$ cat src/sv/hlfd_pkg.sv
package hlfd_pkg;

  // Header bytes, tail byte and the smallest legal frame length.
  localparam logic [7:0]  HDR_FIRST       = 8'hFF;
  localparam logic [7:0]  HDR_SECOND      = 8'hAA;
  localparam logic [7:0]  TAIL_BYTE       = 8'h0A;
  localparam logic [11:0] MIN_FRAME_BYTES = 12'd9;

  // Offsets with a fixed meaning inside a frame.
  localparam logic [11:0] POS_FIRST_DATA = 12'd2;
  localparam logic [11:0] POS_SUM_START  = 12'd3;
  localparam logic [11:0] POS_LEN_HIGH   = 12'd5;
  localparam logic [11:0] POS_LEN_LOW    = 12'd6;

  // Hunt phase of the deframer.
  typedef enum logic [1:0] {
    PHASE_FIRST  = 2'd0,
    PHASE_SECOND = 2'd1,
    PHASE_FRAME  = 2'd2
  } phase_e;

  // End status carried on the last word of a frame.
  typedef enum logic [1:0] {
    STAT_BUSY     = 2'd0,
    STAT_GOOD     = 2'd1,
    STAT_CSUM_ERR = 2'd2,
    STAT_ABORT    = 2'd3
  } status_e;

  // One received word held in the input register.
  typedef struct packed {
    logic [7:0] rx_byte;
  } in_word_t;

  // One result word.
  typedef struct packed {
    logic [7:0]  frame_byte;
    logic [11:0] byte_offset;
    logic        frame_last;
    status_e     frame_status;
  } result_t;

endpackage

$ cat src/sv/hlfd_in_stage.sv
module hlfd_in_stage (
  input  logic             clk_i,
  input  logic             rst_ni,
  input  logic             s_valid_i,
  output logic             s_ready_o,
  input  logic [7:0]       s_data_i,
  input  logic             take_i,
  output logic             valid_o,
  output hlfd_pkg::in_word_t word_o
);

  logic               valid_q;
  logic               valid_d;
  hlfd_pkg::in_word_t word_q;
  logic               load;

  // The register can take a new word when it is empty or drained this cycle.
  assign s_ready_o = !valid_q || take_i;
  assign load      = s_valid_i && s_ready_o;

  always_comb begin
    valid_d = valid_q;
    if (load) begin
      valid_d = 1'b1;
    end else if (take_i) begin
      valid_d = 1'b0;
    end
  end

  always_ff @(posedge clk_i or negedge rst_ni) begin
    if (!rst_ni) begin
      valid_q <= 1'b0;
    end else begin
      valid_q <= valid_d;
    end
  end

  // Payload needs no reset.
  always_ff @(posedge clk_i) begin
    if (load) begin
      word_q.rx_byte <= s_data_i;
    end
  end

  assign valid_o = valid_q;
  assign word_o  = word_q;

endmodule

$ cat src/sv/hlfd_core.sv
module hlfd_core #(
  parameter int unsigned MAX_FRAME_BYTES = 4095
) (
  input  logic               clk_i,
  input  logic               rst_ni,
  input  logic               cfg_we_i,
  input  logic               cfg_wdata_i,
  input  logic               fire_i,
  input  hlfd_pkg::in_word_t word_i,
  output logic               emit_o,
  output hlfd_pkg::result_t  result_o
);

  localparam logic [11:0] MaxLen  = 12'(MAX_FRAME_BYTES);
  localparam logic [11:0] LastPos = 12'(MAX_FRAME_BYTES - 1);

  hlfd_pkg::phase_e phase_q, phase_d;
  logic [11:0]      pos_q, pos_d;
  logic [11:0]      len_q, len_d;
  logic [3:0]       chk_q, chk_d;
  logic [7:0]       sum_q, sum_d;
  logic [7:0]       prev_q, prev_d;
  logic             negate_q;

  logic [7:0]        b;
  logic [11:0]       len_full;
  logic [5:0]        nib_sum;
  logic [3:0]        chk_want;
  logic [7:0]        csum_want;
  logic [12:0]       pos_next;
  logic              last;
  hlfd_pkg::status_e status;

  assign b        = word_i.rx_byte;
  assign pos_next = {1'b0, pos_q} + 13'd1;

  // Length as seen at offset 6 and its expected check nibble.
  assign len_full = {len_q[11:8], b};
  assign nib_sum  = 6'(len_full[11:8]) + 6'(len_full[7:4]) + 6'(len_full[3:0]);
  assign chk_want = 4'(6'd0 - nib_sum);

  // Checksum the frame should carry just before the tail.
  assign csum_want = negate_q ? 8'(8'd0 - sum_q) : sum_q;

  // Frame end detection and state update for one word.
  always_comb begin
    phase_d = phase_q;
    pos_d   = pos_q;
    len_d   = len_q;
    chk_d   = chk_q;
    sum_d   = sum_q;
    prev_d  = prev_q;
    last    = 1'b0;
    status  = hlfd_pkg::STAT_BUSY;
    emit_o  = 1'b0;

    unique case (phase_q)
      hlfd_pkg::PHASE_SECOND: begin
        if (b == hlfd_pkg::HDR_SECOND) begin
          phase_d = hlfd_pkg::PHASE_FRAME;
          pos_d   = hlfd_pkg::POS_FIRST_DATA;
          sum_d   = 8'd0;
          prev_d  = 8'd0;
        end else if (b != hlfd_pkg::HDR_FIRST) begin
          phase_d = hlfd_pkg::PHASE_FIRST;
        end
      end
      hlfd_pkg::PHASE_FRAME: begin
        emit_o = 1'b1;
        if (pos_q == hlfd_pkg::POS_LEN_HIGH) begin
          chk_d = b[7:4];
          len_d = {b[3:0], 8'd0};
        end else if (pos_q == hlfd_pkg::POS_LEN_LOW) begin
          len_d = len_full;
          if (chk_want != chk_q || len_full < hlfd_pkg::MIN_FRAME_BYTES ||
              len_full > MaxLen) begin
            last   = 1'b1;
            status = hlfd_pkg::STAT_ABORT;
          end
        end else if (pos_q > hlfd_pkg::POS_LEN_LOW && pos_next >= {1'b0, len_q} &&
                     b == hlfd_pkg::TAIL_BYTE) begin
          last   = 1'b1;
          status = (csum_want == prev_q) ? hlfd_pkg::STAT_GOOD : hlfd_pkg::STAT_CSUM_ERR;
        end

        // Overrun: no tail by the last allowed offset.
        if (!last && pos_q >= LastPos) begin
          last   = 1'b1;
          status = hlfd_pkg::STAT_ABORT;
        end

        if (last) begin
          phase_d = hlfd_pkg::PHASE_FIRST;
          pos_d   = 12'd0;
          len_d   = 12'd0;
          chk_d   = 4'd0;
          sum_d   = 8'd0;
          prev_d  = 8'd0;
        end else begin
          if (pos_q >= hlfd_pkg::POS_SUM_START) begin
            sum_d = sum_q + prev_q;
          end
          prev_d = b;
          pos_d  = pos_next[11:0];
        end
      end
      default: begin
        // Hunting for the first header byte; the unused code hunts too.
        phase_d = (b == hlfd_pkg::HDR_FIRST) ? hlfd_pkg::PHASE_SECOND
                                             : hlfd_pkg::PHASE_FIRST;
      end
    endcase
  end

  assign result_o.frame_byte   = b;
  assign result_o.byte_offset  = pos_q;
  assign result_o.frame_last   = last;
  assign result_o.frame_status = status;

  // Deframer state advances once per consumed word.
  always_ff @(posedge clk_i or negedge rst_ni) begin
    if (!rst_ni) begin
      phase_q <= hlfd_pkg::PHASE_FIRST;
      pos_q   <= 12'd0;
      len_q   <= 12'd0;
      chk_q   <= 4'd0;
      sum_q   <= 8'd0;
      prev_q  <= 8'd0;
    end else if (fire_i) begin
      phase_q <= phase_d;
      pos_q   <= pos_d;
      len_q   <= len_d;
      chk_q   <= chk_d;
      sum_q   <= sum_d;
      prev_q  <= prev_d;
    end
  end

  // Checksum polarity register.
  always_ff @(posedge clk_i or negedge rst_ni) begin
    if (!rst_ni) begin
      negate_q <= 1'b0;
    end else if (cfg_we_i) begin
      negate_q <= cfg_wdata_i;
    end
  end

endmodule

$ cat src/sv/hlfd_out_stage.sv
module hlfd_out_stage (
  input  logic              clk_i,
  input  logic              rst_ni,
  input  logic              load_i,
  input  hlfd_pkg::result_t result_i,
  output logic              can_take_o,
  output logic              m_valid_o,
  input  logic              m_ready_i,
  output hlfd_pkg::result_t result_o
);

  logic              valid_q;
  logic              valid_d;
  hlfd_pkg::result_t result_q;

  // The result register frees up in the same cycle its word is taken.
  assign can_take_o = !valid_q || m_ready_i;

  always_comb begin
    valid_d = valid_q;
    if (load_i) begin
      valid_d = 1'b1;
    end else if (m_ready_i) begin
      valid_d = 1'b0;
    end
  end

  always_ff @(posedge clk_i or negedge rst_ni) begin
    if (!rst_ni) begin
      valid_q <= 1'b0;
    end else begin
      valid_q <= valid_d;
    end
  end

  always_ff @(posedge clk_i) begin
    if (load_i) begin
      result_q <= result_i;
    end
  end

  assign m_valid_o = valid_q;
  assign result_o  = result_q;

endmodule

$ cat src/sv/header_length_frame_deframer_top.sv
// Header/length frame deframer.
// The slave stream takes one received byte per word in s_axis_tdata_i. The
// block hunts for the header FF AA, reads the length and its check nibble at
// offsets 5 and 6, and passes every frame byte from offset 2 on to the master
// stream with its offset. The word that ends or aborts a frame carries tlast
// and an end status in tuser: good end, checksum error, or length/overrun abort.
// Header bytes and bytes outside a frame produce no output word.
// cfg_we_i/cfg_wdata_i set the checksum polarity (1: negated sum); write it
// only while the block is idle.
// Throughput is one byte per cycle while the receiver keeps up. A byte passes
// an input register and then the per-byte decode into the result register,
// which drives the output word. The result register is the only output
// buffer: when the receiver stalls, the input register still takes one more
// byte, after which s_axis_tready_o drops until the result word is taken.
// Reset marks both registers empty and clears the hunt state and the checksum polarity.
module header_length_frame_deframer_top #(
  parameter int unsigned MAX_FRAME_BYTES = 4095
) (
  input  logic        clk_i,
  input  logic        rst_ni,
  input  logic        cfg_we_i,
  input  logic        cfg_wdata_i,
  input  logic        s_axis_tvalid_i,
  output logic        s_axis_tready_o,
  input  logic [7:0]  s_axis_tdata_i,   // [7:0] rx_byte
  output logic        m_axis_tvalid_o,
  input  logic        m_axis_tready_i,
  output logic [23:0] m_axis_tdata_o,   // [7:0] frame_byte, [19:8] byte_offset, [23:20] zero
  output logic        m_axis_tlast_o,   // frame_last
  output logic [1:0]  m_axis_tuser_o    // [1:0] frame_status
);

  hlfd_pkg::in_word_t in_word;
  hlfd_pkg::result_t  core_result;
  hlfd_pkg::result_t  out_result;
  logic               in_valid;
  logic               out_can_take;
  logic               fire;
  logic               emit;

  // A held word is consumed once the result register has room for it.
  assign fire = in_valid && out_can_take;

  hlfd_in_stage u_in_stage (
    .clk_i     (clk_i),
    .rst_ni    (rst_ni),
    .s_valid_i (s_axis_tvalid_i),
    .s_ready_o (s_axis_tready_o),
    .s_data_i  (s_axis_tdata_i),
    .take_i    (fire),
    .valid_o   (in_valid),
    .word_o    (in_word)
  );

  hlfd_core #(
    .MAX_FRAME_BYTES (MAX_FRAME_BYTES)
  ) u_core (
    .clk_i       (clk_i),
    .rst_ni      (rst_ni),
    .cfg_we_i    (cfg_we_i),
    .cfg_wdata_i (cfg_wdata_i),
    .fire_i      (fire),
    .word_i      (in_word),
    .emit_o      (emit),
    .result_o    (core_result)
  );

  hlfd_out_stage u_out_stage (
    .clk_i      (clk_i),
    .rst_ni     (rst_ni),
    .load_i     (fire && emit),
    .result_i   (core_result),
    .can_take_o (out_can_take),
    .m_valid_o  (m_axis_tvalid_o),
    .m_ready_i  (m_axis_tready_i),
    .result_o   (out_result)
  );

  assign m_axis_tdata_o = {4'd0, out_result.byte_offset, out_result.frame_byte};
  assign m_axis_tlast_o = out_result.frame_last;
  assign m_axis_tuser_o = out_result.frame_status;

endmodule

$ cat config.mk
export PLATFORM = sky130hd
export DESIGN_NAME = header_length_frame_deframer_top
export DESIGN_NICKNAME = d
export VERILOG_FILES = /design/src/sv/hlfd_pkg.sv /design/src/sv/hlfd_in_stage.sv /design/src/sv/hlfd_core.sv /design/src/sv/hlfd_out_stage.sv /design/src/sv/header_length_frame_deframer_top.sv
export SDC_FILE = /design/constraint.sdc
export NUM_CORES = 1
export LEC_CHECK = 0
export ABC_AREA = 1
export BUFFER_PORTS_ARGS = -buffer_cell sky130_fd_sc_hd__buf_4
export CORE_AREA = 8 8 114 116
export DETAILED_ROUTE_END_ITERATION = 10
export DIE_AREA = 0 0 122 124
export GPL_TIMING_DRIVEN = 0
export PLACE_DENSITY = 0.64
export SLEW_MARGIN = 30
export SYNTH_ARGS = -nofsm -noshare
export SYNTH_HDL_FRONTEND = slang
export SYNTH_SLANG_ARGS = --single-unit
$ cat constraint.sdc
create_clock -name clk_i -period 3.45 [get_ports clk_i]
set_input_delay 1.035 -clock clk_i [delete_from_list [all_inputs] [get_ports clk_i]]
set_output_delay 1.035 -clock clk_i [all_outputs]
set_load 0.01 [all_outputs]
==> summary.txt <==
Clock network
  – CTS Buf Count: 9
  – Worst skew pair latency: between 300 and 400 ps
  – CTS tree: yes
  – H-tree depth: 3
  – CTS Root Cell: clkbuf_16
  – # hold bufs at CTS: 0
  – Clk sinks: 80
  – Clk buf depth: 2
  – Reg clk slew, reported paths: about 60 ps

STA
  – Slew Limit Fails: 0
  – FMAX: 283 MHz
  – Fin Clk Skew: ~8 ps
  – Unrepaired setup endpoints after global routing: true
  – Slack of the critical path: -87.1 ps
  – Final period utilization: 103%
  – Setup-failing EPs final: 4
  – Slew headroom: a little under three fifths
  – Min Clock Period, post-route: ~3500 ps
  – Slew at the pin with the worst max-slew slack: 667 ps
  – Final Hold Fails: 0
  – Hold_ws: 499 ps

Worst setup path
  – Critical path fanouts, max: 10
  – Crit Path Category: reg -> reg
  – CP endpoint kind: flip-flop
  – CP Data Arrival Time: around 3700 ps
  – Critical Path RT: ~3600 ps
  – Worst setup SP type: flip-flop

Cells and area
  – P&R area growth vs syn: 19.1%
  – Layout cells sized above 1: a little under a fifth
  – Diodes inserted: 0
  – Final net count: between 600 and 700
  – Post-route insts no fill: 784

Synth
  – Top FF cell, synth: dfrtp_1
  – Distinct cells, synth: 40
  – Post-synth EDFFs: 31
  – Largest cells by area after synthesis: dfrtp_1 (25%), edfxtp_1 (19%), nand2_1 (10%)
  – Sequential share of the synthesized area: about 44%
  – Synth Register Bits: 80
  – Post-Syn Area: ~4900 um^2
  – Share of the synthesized area in the top cell type: between 20% and 30%
  – Synth Instances: approximately 570
  – Cell taking the most area after synthesis: dfrtp_1
  – Synth warnings: 0
  – Synth async-reset ratio: between 60% and 70%
  – Syn_area_per_cell: roughly 8.6 um^2

Drt
  – Routed wire length: 11.9 mm
  – Detail Route Antenna Nets: 0
  – Via count: approximately 4000
  – Initial DRC count: ~320
  – Mean routed wirelength per cell: 15.1 um
  – Via-per-instance ratio: around 5.1
  – Drt pass-1 iters: 5
  – Residual DRC: 0

Floorplan
  – Initial core utilization: between 40% and 50%
  – Cell Rows: 39
  – Die height: roughly 120 um
  – Ports: 43
  – Die width: ~120 um
  – Die Area: around 15000 um^2
  – Placeable Area: between 10000 and 15000 um^2

GRT
  – Grt ovf: 0
  – First-pass GRT wire length: 19.4 mm
  – Largest net degree at the start of global routing: 50
  – Vias in the first global route: about 3900
  – Gr usage total: ~16%
  – Initial antenna violation count: 0

Placement
  – Final HPWL from detailed placement: between 8 and 9 mm
  – Placer Congestion: between 0.8 and 0.9
  – Buffers on Ports: 38
  – Placed cell count: roughly 760

Run status
  – Status: finished, violations left
  – Violated checks: negative setup slack

Power
  – LEAKAGE: 2.91 nW
  – PwrDens: ~440 nW/um^2
  – Total Power: 0.00259 W
  – Largest vdd supply drop: between 200 and 300 uV

Run
  – Number of max-cap violations: 0

Hold path
  – Worst Hold Class: reg -> reg
[stage by stage]
| step | setup WS [ps] | TNS (ps) | util [%] | instance area (um^2) |
|---|---|---|---|---|
| floorplan | 210 | 0 | - | 4920 |
| global placement | -949 | -22200 | 48.2 | 5390 |
| detailed placement | -300 | -7510 | 48.4 | 5410 |
| CTS | 10.8 | 0 | 51.4 | 5750 |
| global route | -252 | -7320 | 52.3 | 5850 |
| finish | -87.1 | -233 | 52.3 | 5850 |
[flip-flops by register name (all words and copies together), names as in the netlist]
register and flops:
u_out_stage.result_o 23, u_core.len_q 12, u_core.pos_q 12, u_core.prev_q 8
u_core.sum_q 8, u_in_stage.word_o 8, u_core.chk_q 4, u_core.phase_q 2
u_core.negate_q 1, u_in_stage.valid_o 1, u_out_stage.m_valid_o 1
[cells in the final DEF, fill, tap and decap left out, types with 4 or more instances in the layout]
cell type,Yosys,final
nand3_1,39,39
inv_1,89,88
fa_1,4,4
o21ai_0,7,7
edfxtp_1,31,31
clkbuf_16,0,9
o21ai_1,18,18
nand2_1,131,125
conb_1,1,4
nor3_1,9,8
nand2_2,2,5
dfrtp_1,49,49
clkbuf_1,4,6
a21oi_1,14,12
xnor2_1,9,9
nand2_4,1,4
ha_1,31,30
o21bai_1,8,8
inv_2,8,9
nand4_1,15,15
o22ai_2,9,9
nor2_1,41,39
buf_4,6,51
xor2_1,18,18
[area by class of cell]
class,count,area [um^2]
timing repair buffer,49,379
buffer,13,103
inverter,97,364
clock inverter,3,17.5
fill,1030,5330
multi-input combinational,386,2390
clock buffer,13,260
sequential,80,2160
tap,143,179
[power breakdown]
| part | internal, W | leakage, nW | switching [W] |
|---|---|---|---|
| Sequential | 0.00102 | 0.912 | 0.0000418 |
| Combinational | 0.000257 | 1.86 | 0.000377 |
| Clock | 0.000524 | 0.136 | 0.000368 |
[cell families after synthesis]
kind of cell	count (synthesis)	share of synthesized area, %
buffers and inverters	110	9.19
AO/OA/AOI/OAI	64	8.89
adder cells (fa/ha/maj)	35	9.53
AND/OR/NAND/NOR	256	23.6
other	1	0.0763
XOR/XNOR	27	4.81
flip-flops	80	43.9
[critical path: stages, from the launching register on]
cell and delay (ps):
edfxtp_1 470, ha_4 310, inv_2 30, fa_1 470, ha_1 210, inv_1 70, fa_1 440, xnor2_1 160
nor3_2 150, nand2_1 60, nand3b_1 240, nand2_2 150, nand2_2 80, nand2_4 120, buf_8 150, nand2_1 100
a21oi_2 170
[synth_stat cells, types with 3 or more instances]
master	number
a21oi_1	14
nand3b_1	3
buf_4	6
o22ai_2	9
fa_1	4
xnor2_1	9
nor3_1	9
xor2_1	18
ha_1	31
o21ai_0	7
o21ai_1	18
o21bai_1	8
nand4_1	15
o211ai_1	3
inv_2	8
dfrtp_1	49
nand3_2	3
inv_1	89
clkbuf_1	4
nand3_1	39
nand2_1	131
edfxtp_1	31
nor2_1	41
[path summary, 6_finish.rpt]
| path | start | to | slack, ps | cells after the start |
|---|---|---|---|---|
| setup reg to reg | u_in_stage.word_o[5] | u_out_stage.result_o[1] | -90 | 16 |
| max in group asynchronous | rst_ni | u_core.pos_q[10] | 2270 | 1 |
| setup / recovery | u_in_stage.word_o[5] | u_out_stage.result_o[1] | -90 | 16 |
| hold / removal | u_core.len_q[10] | u_core.len_q[10] | 500 | 2 |
| hold reg to reg | u_core.len_q[10] | u_core.len_q[10] | 500 | 2 |
| min in group asynchronous | rst_ni | u_core.chk_q[2] | 730 | 1 |
[what timing repair did]
action | in CTS | in global routing
buffers inserted | 5 | 4
gates resized for setup | 6 | 17
gates cloned | 0 | 1
setup endpoints to repair | 49 | 49
pin swaps | 3 | 3
[metal layers]
metal	routed length, um	GRT usage, %	up-vias
li1	-	-	1982
met1	5250	20.4	1898
met2	5680	27.1	107
met3	693	4.35	20
met4	228	6.01	0
met5	0	0	-
Note: power is estimated with default switching activity, not from simulation.
